**src/design/slp_pkg.sv**
```systemverilog
// Types, codes and helper functions for the slot list line parser.
package slp_pkg;

	localparam int unsigned NumW = 31;
	localparam logic [NumW-1:0] NUM_MAX = 31'h7FFF_FFFF;

	localparam logic [3:0] PH_NAME_START = 4'd0;
	localparam logic [3:0] PH_NAME       = 4'd1;
	localparam logic [3:0] PH_SEMI       = 4'd2;
	localparam logic [3:0] PH_LIST_OPEN  = 4'd3;
	localparam logic [3:0] PH_BETWEEN    = 4'd4;
	localparam logic [3:0] PH_PAIR_OPEN  = 4'd5;
	localparam logic [3:0] PH_N1_PRE     = 4'd6;
	localparam logic [3:0] PH_N1         = 4'd7;
	localparam logic [3:0] PH_COMMA      = 4'd8;
	localparam logic [3:0] PH_N2_PRE     = 4'd9;
	localparam logic [3:0] PH_N2         = 4'd10;
	localparam logic [3:0] PH_CLOSE      = 4'd11;
	localparam logic [3:0] PH_DONE       = 4'd12;
	localparam logic [3:0] PH_FAIL       = 4'd13;

	localparam logic [1:0] KIND_LETTER = 2'd0;
	localparam logic [1:0] KIND_PAIR   = 2'd1;
	localparam logic [1:0] KIND_ACCEPT = 2'd2;
	localparam logic [1:0] KIND_REJECT = 2'd3;

	localparam logic [7:0] CH_SEMI  = 8'h3B;
	localparam logic [7:0] CH_OPEN  = 8'h5B;
	localparam logic [7:0] CH_CLOSE = 8'h5D;
	localparam logic [7:0] CH_COMMA = 8'h2C;
	localparam logic [7:0] CH_ZERO  = 8'h30;
	localparam logic [7:0] CH_NINE  = 8'h39;
	localparam logic [7:0] CH_LOW_A = 8'h61;
	localparam logic [7:0] CH_LOW_Z = 8'h7A;
	localparam logic [7:0] CH_TAB   = 8'h09;
	localparam logic [7:0] CH_CR    = 8'h0D;
	localparam logic [7:0] CH_SPACE = 8'h20;
	localparam logic [34:0] RADIX   = 35'd10;

	localparam int unsigned QDepth = 4;
	localparam int unsigned QPtrW  = $clog2(QDepth);
	localparam int unsigned QCntW  = $clog2(QDepth + 1);

	typedef struct packed {
		logic [7:0] char_code;
		logic       line_end;
	} in_word_t;

	typedef struct packed {
		logic [1:0]      kind;
		logic [7:0]      name_letter;
		logic [NumW-1:0] slot_start;
		logic [NumW-1:0] slot_end;
		logic            last_result;
	} out_word_t;

	typedef struct packed {
		logic [3:0]      phase;
		logic            pair_seen;
		logic [NumW-1:0] first_value;
		logic [NumW-1:0] number_accum;
	} parse_state_t;

	typedef struct packed {
		logic [1:0] count;
		out_word_t  word0;
		out_word_t  word1;
	} push_t;

	function automatic logic [NumW-1:0] accum_digit(logic [NumW-1:0] acc, logic [7:0] c);
		logic [34:0] v;
		v = 35'(acc) * RADIX + 35'(4'(c - CH_ZERO));
		return (v > 35'(NUM_MAX)) ? NUM_MAX : v[NumW-1:0];
	endfunction

endpackage

```
**src/design/slp_parse.sv**
```systemverilog
// Next-state and result logic for one character of the slot list line parser.
module slp_parse (
	input  slp_pkg::parse_state_t state,
	input  slp_pkg::in_word_t     word,
	output slp_pkg::parse_state_t state_next,
	output slp_pkg::push_t        push
);
	import slp_pkg::*;

	logic      ws, lower, digit;
	logic      have_item;
	out_word_t item, status;
	logic [7:0] c;

	assign c     = word.char_code;
	assign ws    = (c == CH_SPACE) || (c >= CH_TAB && c <= CH_CR);
	assign lower = (c >= CH_LOW_A) && (c <= CH_LOW_Z);
	assign digit = (c >= CH_ZERO) && (c <= CH_NINE);

	always_comb begin
		parse_state_t s;
		s = state;
		have_item = 1'b0;
		item = '0;
		unique case (state.phase) inside
			PH_NAME_START: begin
				if (lower) begin
					have_item = 1'b1;
					item.kind = KIND_LETTER;
					item.name_letter = c;
					s.phase = PH_NAME;
				end else if (!ws) begin
					s.phase = PH_FAIL;
				end
			end
			PH_NAME: begin
				if (lower) begin
					have_item = 1'b1;
					item.kind = KIND_LETTER;
					item.name_letter = c;
				end else if (ws) begin
					s.phase = PH_SEMI;
				end else if (c == CH_SEMI) begin
					s.phase = PH_LIST_OPEN;
				end else begin
					s.phase = PH_FAIL;
				end
			end
			PH_SEMI: begin
				if (c == CH_SEMI) s.phase = PH_LIST_OPEN;
				else if (!ws) s.phase = PH_FAIL;
			end
			PH_LIST_OPEN: begin
				if (c == CH_OPEN) s.phase = PH_BETWEEN;
				else if (!ws) s.phase = PH_FAIL;
			end
			PH_BETWEEN: begin
				if (c == CH_CLOSE) s.phase = PH_DONE;
				else if (c == CH_COMMA) s.phase = PH_PAIR_OPEN;
				else if (c == CH_OPEN && !state.pair_seen) s.phase = PH_N1_PRE;
				else if (!ws) s.phase = PH_FAIL;
			end
			PH_PAIR_OPEN: begin
				if (c == CH_OPEN) s.phase = PH_N1_PRE;
				else if (!ws) s.phase = PH_FAIL;
			end
			PH_N1_PRE, PH_N2_PRE: begin
				if (digit) begin
					s.number_accum = accum_digit('0, c);
					s.phase = (state.phase == PH_N1_PRE) ? PH_N1 : PH_N2;
				end else if (!ws) begin
					s.phase = PH_FAIL;
				end
			end
			PH_N1: begin
				if (digit) begin
					s.number_accum = accum_digit(state.number_accum, c);
				end else if (ws) begin
					s.first_value = state.number_accum;
					s.phase = PH_COMMA;
				end else if (c == CH_COMMA) begin
					s.first_value = state.number_accum;
					s.phase = PH_N2_PRE;
				end else begin
					s.phase = PH_FAIL;
				end
			end
			PH_COMMA: begin
				if (c == CH_COMMA) s.phase = PH_N2_PRE;
				else if (!ws) s.phase = PH_FAIL;
			end
			PH_N2, PH_CLOSE: begin
				if (digit && state.phase == PH_N2) begin
					s.number_accum = accum_digit(state.number_accum, c);
				end else if (ws && state.phase == PH_N2) begin
					s.phase = PH_CLOSE;
				end else if (c == CH_CLOSE) begin
					have_item = 1'b1;
					item.kind = KIND_PAIR;
					item.slot_start = state.first_value;
					item.slot_end = state.number_accum;
					s.pair_seen = 1'b1;
					s.phase = PH_BETWEEN;
				end else if (!ws) begin
					s.phase = PH_FAIL;
				end
			end
			PH_DONE: begin
				s.phase = PH_DONE;
			end
			default: begin
				s.phase = PH_FAIL;
			end
		endcase

		status = '0;
		status.kind = (s.phase == PH_DONE) ? KIND_ACCEPT : KIND_REJECT;
		status.last_result = 1'b1;

		push = '0;
		if (word.line_end) begin
			state_next = '0;
			state_next.phase = PH_NAME_START;
			if (have_item) begin
				push.count = 2'd2;
				push.word0 = item;
				push.word1 = status;
			end else begin
				push.count = 2'd1;
				push.word0 = status;
			end
		end else begin
			state_next = s;
			if (have_item) begin
				push.count = 2'd1;
				push.word0 = item;
				push.word0.last_result = 1'b1;
			end
		end
	end

endmodule

```
**src/design/slp_queue.sv**
```systemverilog
// Result queue that takes up to two words a cycle and hands out one.
module slp_queue (
	input  logic              clk,
	input  logic              arst_n,
	input  slp_pkg::push_t    push,
	output logic              has_room,
	output logic              valid,
	input  logic              ready,
	output slp_pkg::out_word_t word
);
	import slp_pkg::*;

	out_word_t         entry_q [QDepth];
	logic [QPtrW-1:0]  wr_ptr_q, rd_ptr_q, wr_ptr_p1;
	logic [QCntW-1:0]  count_q;
	logic              pop;

	assign pop       = valid && ready;
	assign valid     = (count_q != '0);
	assign word      = entry_q[rd_ptr_q];
	assign has_room  = (count_q <= QCntW'(QDepth - 2));
	assign wr_ptr_p1 = wr_ptr_q + QPtrW'(1);

	always_ff @(posedge clk) begin
		if (push.count != 2'd0) entry_q[wr_ptr_q] <= push.word0;
		if (push.count == 2'd2) entry_q[wr_ptr_p1] <= push.word1;
	end

	always_ff @(posedge clk or negedge arst_n) begin
		if (!arst_n) begin
			wr_ptr_q <= '0;
			rd_ptr_q <= '0;
			count_q  <= '0;
		end else begin
			wr_ptr_q <= wr_ptr_q + QPtrW'(push.count);
			if (pop) rd_ptr_q <= rd_ptr_q + QPtrW'(1);
			count_q <= count_q + QCntW'(push.count) - QCntW'(pop);
		end
	end

endmodule

```
**src/design/slot_list_line_parser.sv**
```systemverilog
// Top level of the slot list line parser: input register, parser state and result queue.
// Parses one character per cycle while the result queue has room, at a sustained rate of one word per clock.
// A character enters an input register, the parser state and its results are
// settled from that register, and the results are written into a four-word
// queue that drives the result port. The result port hands out one word per
// cycle while result_ready is high; a character that yields two results (a
// letter or a closed pair on the line's last character) writes both words into
// the queue together, and they leave the result port one after the other. A
// character waits in the input register while the queue holds more than two
// words. No pass is needed after reset.
module slot_list_line_parser (
	input  logic               clk,
	input  logic               arst_n,
	input  logic               char_valid,
	output logic               char_ready,
	input  slp_pkg::in_word_t  char_word,
	output logic               result_valid,
	input  logic               result_ready,
	output slp_pkg::out_word_t result_word
);
	import slp_pkg::*;

	logic         valid_s1;
	in_word_t     word_s1;
	parse_state_t state_q, state_next;
	push_t        push_raw, push;
	logic         has_room, advance;

	assign advance    = valid_s1 && has_room;
	assign char_ready = !valid_s1 || has_room;

	always_ff @(posedge clk or negedge arst_n) begin
		if (!arst_n) begin
			valid_s1 <= 1'b0;
		end else if (char_valid && char_ready) begin
			valid_s1 <= 1'b1;
		end else if (advance) begin
			valid_s1 <= 1'b0;
		end
	end

	always_ff @(posedge clk) begin
		if (char_valid && char_ready) word_s1 <= char_word;
	end

	always_ff @(posedge clk or negedge arst_n) begin
		if (!arst_n) begin
			state_q <= parse_state_t'{phase: PH_NAME_START, pair_seen: 1'b0,
				first_value: '0, number_accum: '0};
		end else if (advance) begin
			state_q <= state_next;
		end
	end

	slp_parse u_parse (
		.state      (state_q),
		.word       (word_s1),
		.state_next (state_next),
		.push       (push_raw)
	);

	always_comb begin
		push = push_raw;
		if (!advance) push.count = 2'd0;
	end

	slp_queue u_queue (
		.clk      (clk),
		.arst_n   (arst_n),
		.push     (push),
		.has_room (has_room),
		.valid    (result_valid),
		.ready    (result_ready),
		.word     (result_word)
	);

endmodule

```
**config.mk**
```make
export PLATFORM = sky130hd
export DESIGN_NAME = slot_list_line_parser
export DESIGN_NICKNAME = d
export VERILOG_FILES = /design/src/design/slp_pkg.sv /design/src/design/slp_parse.sv /design/src/design/slp_queue.sv /design/src/design/slot_list_line_parser.sv
export SDC_FILE = /design/constraint.sdc
export NUM_CORES = 1
export LEC_CHECK = 0
export BUFFER_PORTS_ARGS = -buffer_cell sky130_fd_sc_hd__buf_2
export CORE_ASPECT_RATIO = 1.25
export CORE_MARGIN = 1.5
export CORE_UTILIZATION = 60
export CTS_CLUSTER_SIZE = 10
export DETAILED_ROUTE_END_ITERATION = 6
export PLACE_DENSITY = 0.88
export SKIP_LAST_GASP = 1
export SLEW_MARGIN = 20
export SYNTH_ARGS = -nofsm -noshare
export SYNTH_HDL_FRONTEND = slang
export SYNTH_HIERARCHICAL = 1
export SYNTH_SLANG_ARGS = --single-unit
```
**constraint.sdc**
```tcl
create_clock -name clk -period 13.3 [get_ports clk]
set_clock_uncertainty 0.15 [all_clocks]
set_input_delay 0.665 -clock clk [delete_from_list [all_inputs] [get_ports clk]]
set_output_delay 0.665 -clock clk [all_outputs]
set_load 0.01 [all_outputs]
```
* Word-level counts from Yosys, hierarchy flattened
Memories as Yosys holds them, arrays and structs flattened.
Cells that the tools add are included.
** Storage, ports and cells
- Bits in registers :: 84
- Bits in writable memories :: 292
- Input bits :: 13
- Output and inout port bits :: 75
- Logic and storage cells :: 144
- Memories kept :: 1
** Memory list
- u_queue.entry_q :: depth 4, width 73, rd ports 1, clocked after Yosys merged registers in 0, wr ports 2, RTL line slp_queue.sv:13 : out_word_t entry_q [QDepth];
** Operators by class
- $add $sub $neg :: 7
- $mul :: 1
- Order comparisons :: 9
- Eq/ne operators :: 25
- Mux-type cells :: 63
- Reduce and logical (&&, ||, !) cells :: 28
** Operators with widths (count)
- $mux 31 :: 9
- $mux 62 :: 4
- $mux 75 :: 2
- $mux 73 :: 2
- $pmux 31 s3 :: 1
- $mux 74 :: 1
- $mux 4 :: 17
- $mux 67 :: 1
- $pmux 4 s11 :: 1
- $add 35x4->35 :: 1
- $gt 35x31->1 const B :: 1
- $mul 31x3->34 const B :: 1
- $gt 4x31->1 const B :: 1
- $eq 4x4->1 const B :: 6
- $eq 8x6->1 const B :: 3
- $eq 4x3->1 const B :: 4
- $eq 8x7->1 const B :: 2
- $mux 8 :: 2
- $mux 1 :: 15
- $reduce_and 5->1 :: 2
- $reduce_bool 2->1 :: 5
- $logic_and 1x1->1 :: 9
- $ne 3x2->1 const B :: 3
- $eq 4x2->1 const B :: 2
- other kinds (27) :: 38

* Logic depth before layout (Yosys ltp)
- Word-level depth :: 16
- Mapped depth :: 18

* Modules after synthesis
Netlist, hierarchy kept.
** By module, submodules not included
- slp_queue :: instances 1, cells each 746, area an instance 14546.5 um^2, sequential area each 8943.6 um^2
- slp_parse :: instances 1, cells each 913, area an instance 5866.9 um^2, sequential area each 0.0 um^2
- slot_list_line_parser :: instances 1, cells each 157, area an instance 2934.1 um^2, sequential area each 1971.9 um^2

* Least setup slack after synthesis
OpenSTA, ideal clock, no wires.
- Path type :: flip-flop to flip-flop
- Start point :: register word_s1[3] (netlist bit)
- End point :: memory u_queue/entry_q[0][0] (netlist bit), enable pin
- Arrival :: 7657 ps
- Path slack :: 4888 ps
- Stages on the path, launching flop included :: 13
- Buffers on the path :: 4
- Cell sequence :: edfxtp_1 > clkbuf_1 > nor4b_1 > nor2b_1 > clkbuf_1 > nor2_1 > inv_1 > ha_1 > buf_4 > and3_1 > buf_2 > o21bai_1 > o21ai_0
** RTL lines
- start, declared :: RTL line slot_list_line_parser.sv:24 : in_word_t word_s1;
- start signal, assigned :: RTL line slot_list_line_parser.sv:43 : if (char_valid && char_ready) word_s1 <= char_word;
- end, declared :: RTL line slp_queue.sv:13

==> results.md <==
* Fin area at 0.0250 mm2
* Commonest non-fill, non-tap cells in the layout: edfxtp_1, mux2_2, mux2_1
* Worst-Margin Slew at 1150 ps
* Root buffer cell: clkbuf_16
* Async SR Flop Fraction at 19.9%
* Setup Slack @ Placement at 7830 ps
* Gate power share at 28.4%
* Dominant synthesized flop cell: edfxtp_1
* DRT iter0 DRCs at 1471
* Unrepaired setup endpoints after global routing: no
* PnR worst setup slack at 7750 ps
* Multi-input gate area at 0.0114 mm2
* Ports at 88
* Layout Nets at 1940
* Postcts setup bufs at 0
* Die Ht at 224 um
* Critical Path RT at 13310 ps
* Detailed placement HPWL at 36.5 mm
* CTS tree: built
* Max_slew headroom at 23.4%
* # resized after CTS at 0
* Vias post-DR at 15462
* Synth unique cells at 87
* Status: finished, final reports clean
* Cell family with most CP delay: simple AND/OR/NAND/NOR gates
* Pwr Density at 149 mW/mm2
* Setup TNS at 0 ps
* Dpl cell area at 0.0237 mm2
* Power Total at 3.73 mW
* Post-synth top area share at 38.7%
* Area contributors post-synth: edfxtp_1, mux2_2, dfrtp_1, mux4_2, mux2_1
* WS Path Type: reg2reg
* EDFF count, synth at 301
* Setup crit end kind: flip-flop
* Syn Area/Cell at 12.9 um2
* Clock Latency Late Sink at 550 ps
* Router iterations before antenna repair at 5
* Hold Vio Cnt, Final at 0
* Initial Util at 61.1%
* ANT nets after route at 0
* CP Launch Type: flip-flop
* Vias in the first global route at 16211
* Sw Share at 31.2%
* Fill count at 2620
* Global-route wire length before repair at 89.6 mm
* Routed Wire Length at 56.7 mm
* Crit-path max FO at 65
* Rows at 80
* Gr ovfl total at 0
* Core ar. at 0.0382 mm2
* CTS clk-pin slew, worst paths at 60 ps
* Routed wire per std cell at 23.8 um
* Share of cells above drive strength 1 at 26.0%
* Yosys reg bits at 376
* FF/Latch Area at 0.0109 mm2
* Total clock buffers created by CTS at 44
* Port buffer count at 87
* Largest stage delay, worst path at 830 ps
* Netlist Area Pre-Place at 0.0233 mm2
* Clock Power Share at 30.1%
* Slew Viols, Final at 0
* Max cap viols at 0
* Met3 usage at 3.71%
* Clock sink count at 376
* Crit path cell chain: o21ai_0 -> nand2_1 -> o211ai_1 -> nor2b_4 -> buf_4 -> nor2_1 -> inv_1 -> ha_1 -> and3_1 -> and4bb_4 -> o21bai_4 -> buf_4
* Most Crowded Layer GR: met2
* Die Wd at 179 um
* Synth area leader: edfxtp_1
* DRC Markers at 0
* Cell mode on critical path: buf_4
* CP max stage cell: and4bb_4
* WP buf/inv at 3
* P_leak at 10.2 nW
* Most common cell after layout, fill and taps aside: edfxtp_1
* Met1 global-route usage at 33.5%
* Met2 Use GR at 49.6%
* Die ar. at 0.0401 mm2
* Vias/cell at 6.48
* Final setup vio count at 0
* Final Cycle Share at 41.7%
* GP Congestion at 0.895
* Overall routing resource usage at 28.1%
* Syn Inst Count at 1816
* Ant. Diodes at 0
* Period minus WS final at 5550 ps
* Initial antenna violation count at 0
* Final core utilization at 65.4%
* Register area share after synthesis at 46.8%
* Area growth syn-to-layout at 7.05%
* Peak VDD IR at 0.158 mV
* Max Root-Sink Buffers at 3
* Min-delay worst type: in2async
* H-tree depth at 2
* Internal power at 2.56 mW
* Arrival time worst endpoint at 5560 ps
* Highest clock rate at 0.180 GHz
* Switching power at 1.16 mW
* Largest net degree at the start of global routing at 76
* Ys Warns at 6
* Flop pwr share at 41.5%
* Hold Buf Count CTS at 0
sequential cells by signal, summed over array words and instances (netlist names):
signal and count:
state_q 67, valid_s1 1, u_queue/entry_q 292, u_queue/rd_ptr_q 2, u_queue/wr_ptr_q 2, word_s1 9, u_queue/count_q 3
power groups by stage:
stage	logic, mW	clock network, mW	registers, mW
2_1_floorplan	0.818	0	1.49
3_3_place_gp	1.04	0	1.56
3_5_place_dp	1.05	0	1.57
4_1_cts	1.06	1.13	1.55
5_1_grt	1.11	1.18	1.56
6_report	1.06	1.12	1.55
synth_stat cells (22+ instances only):
cell	instances
o21ai_0	44
and2_1	80
mux2_1	142
clkbuf_1	39
buf_4	88
inv_1	23
mux2_2	189
buf_6	26
a21oi_1	85
nor3_1	22
ha_1	67
mux4_2	73
nand2_1	141
nand3_1	31
mux2_4	30
dfrtp_1	75
nor2_1	55
edfxtp_1	301
cells by family (layout without fill, tap and decap cells):
kind of cell | Yosys count | count (layout) | share of synthesized area (%)
buf+inv | 204 | 211 | 5.64
other cells | 1 | 71 | 0.0161
fa+ha+maj | 70 | 70 | 3.85
flops | 376 | 376 | 46.8
mux | 440 | 440 | 25.2
compound gates | 262 | 262 | 7.58
simple gates | 424 | 424 | 9.51
xor+xnor | 39 | 39 | 1.46
layer usage:
layer	up-vias	part of all wire [%]
li1	6868	-
met1	7765	38
met2	666	51
met3	163	5.9
met4	0	5.1
met5	-	0
worst paths after layout:
path	start	to	slack [ps]	cells past startpoint
worst max-delay path	word_s1[3]	u_queue/entry_q[2][17]	7750	12
worst min-delay path	arst_n	state_q[66]	110	1
worst max register to register	word_s1[3]	u_queue/entry_q[2][17]	7750	12
worst min register to register	state_q[55]	state_q[55]	390	1
max in group asynchronous	arst_n	u_queue/rd_ptr_q[1]	12180	1
min in group clk	char_word[4]	word_s1[4]	140	1
stage by stage:
step	instances	hold slack [ps]
3_3_place_gp	2302	361
4_1_cts	2385	125
5_1_grt	2385	130
3_5_place_dp	2303	367
6_report	2385	108
2_1_floorplan	1886	219
area by class of cell:
type,instances,share of cell area (%)
Sequential cell,376,43.7
Timing Repair Buffer,106,2.34
Tap cell,492,2.46
Clock buffer,80,5.24
Inverter,23,0.345
Multi-Input combinational cell,1306,45.8
Clock inverter,2,0.100
No activity file was read; power rests on OpenSTA's default activity.
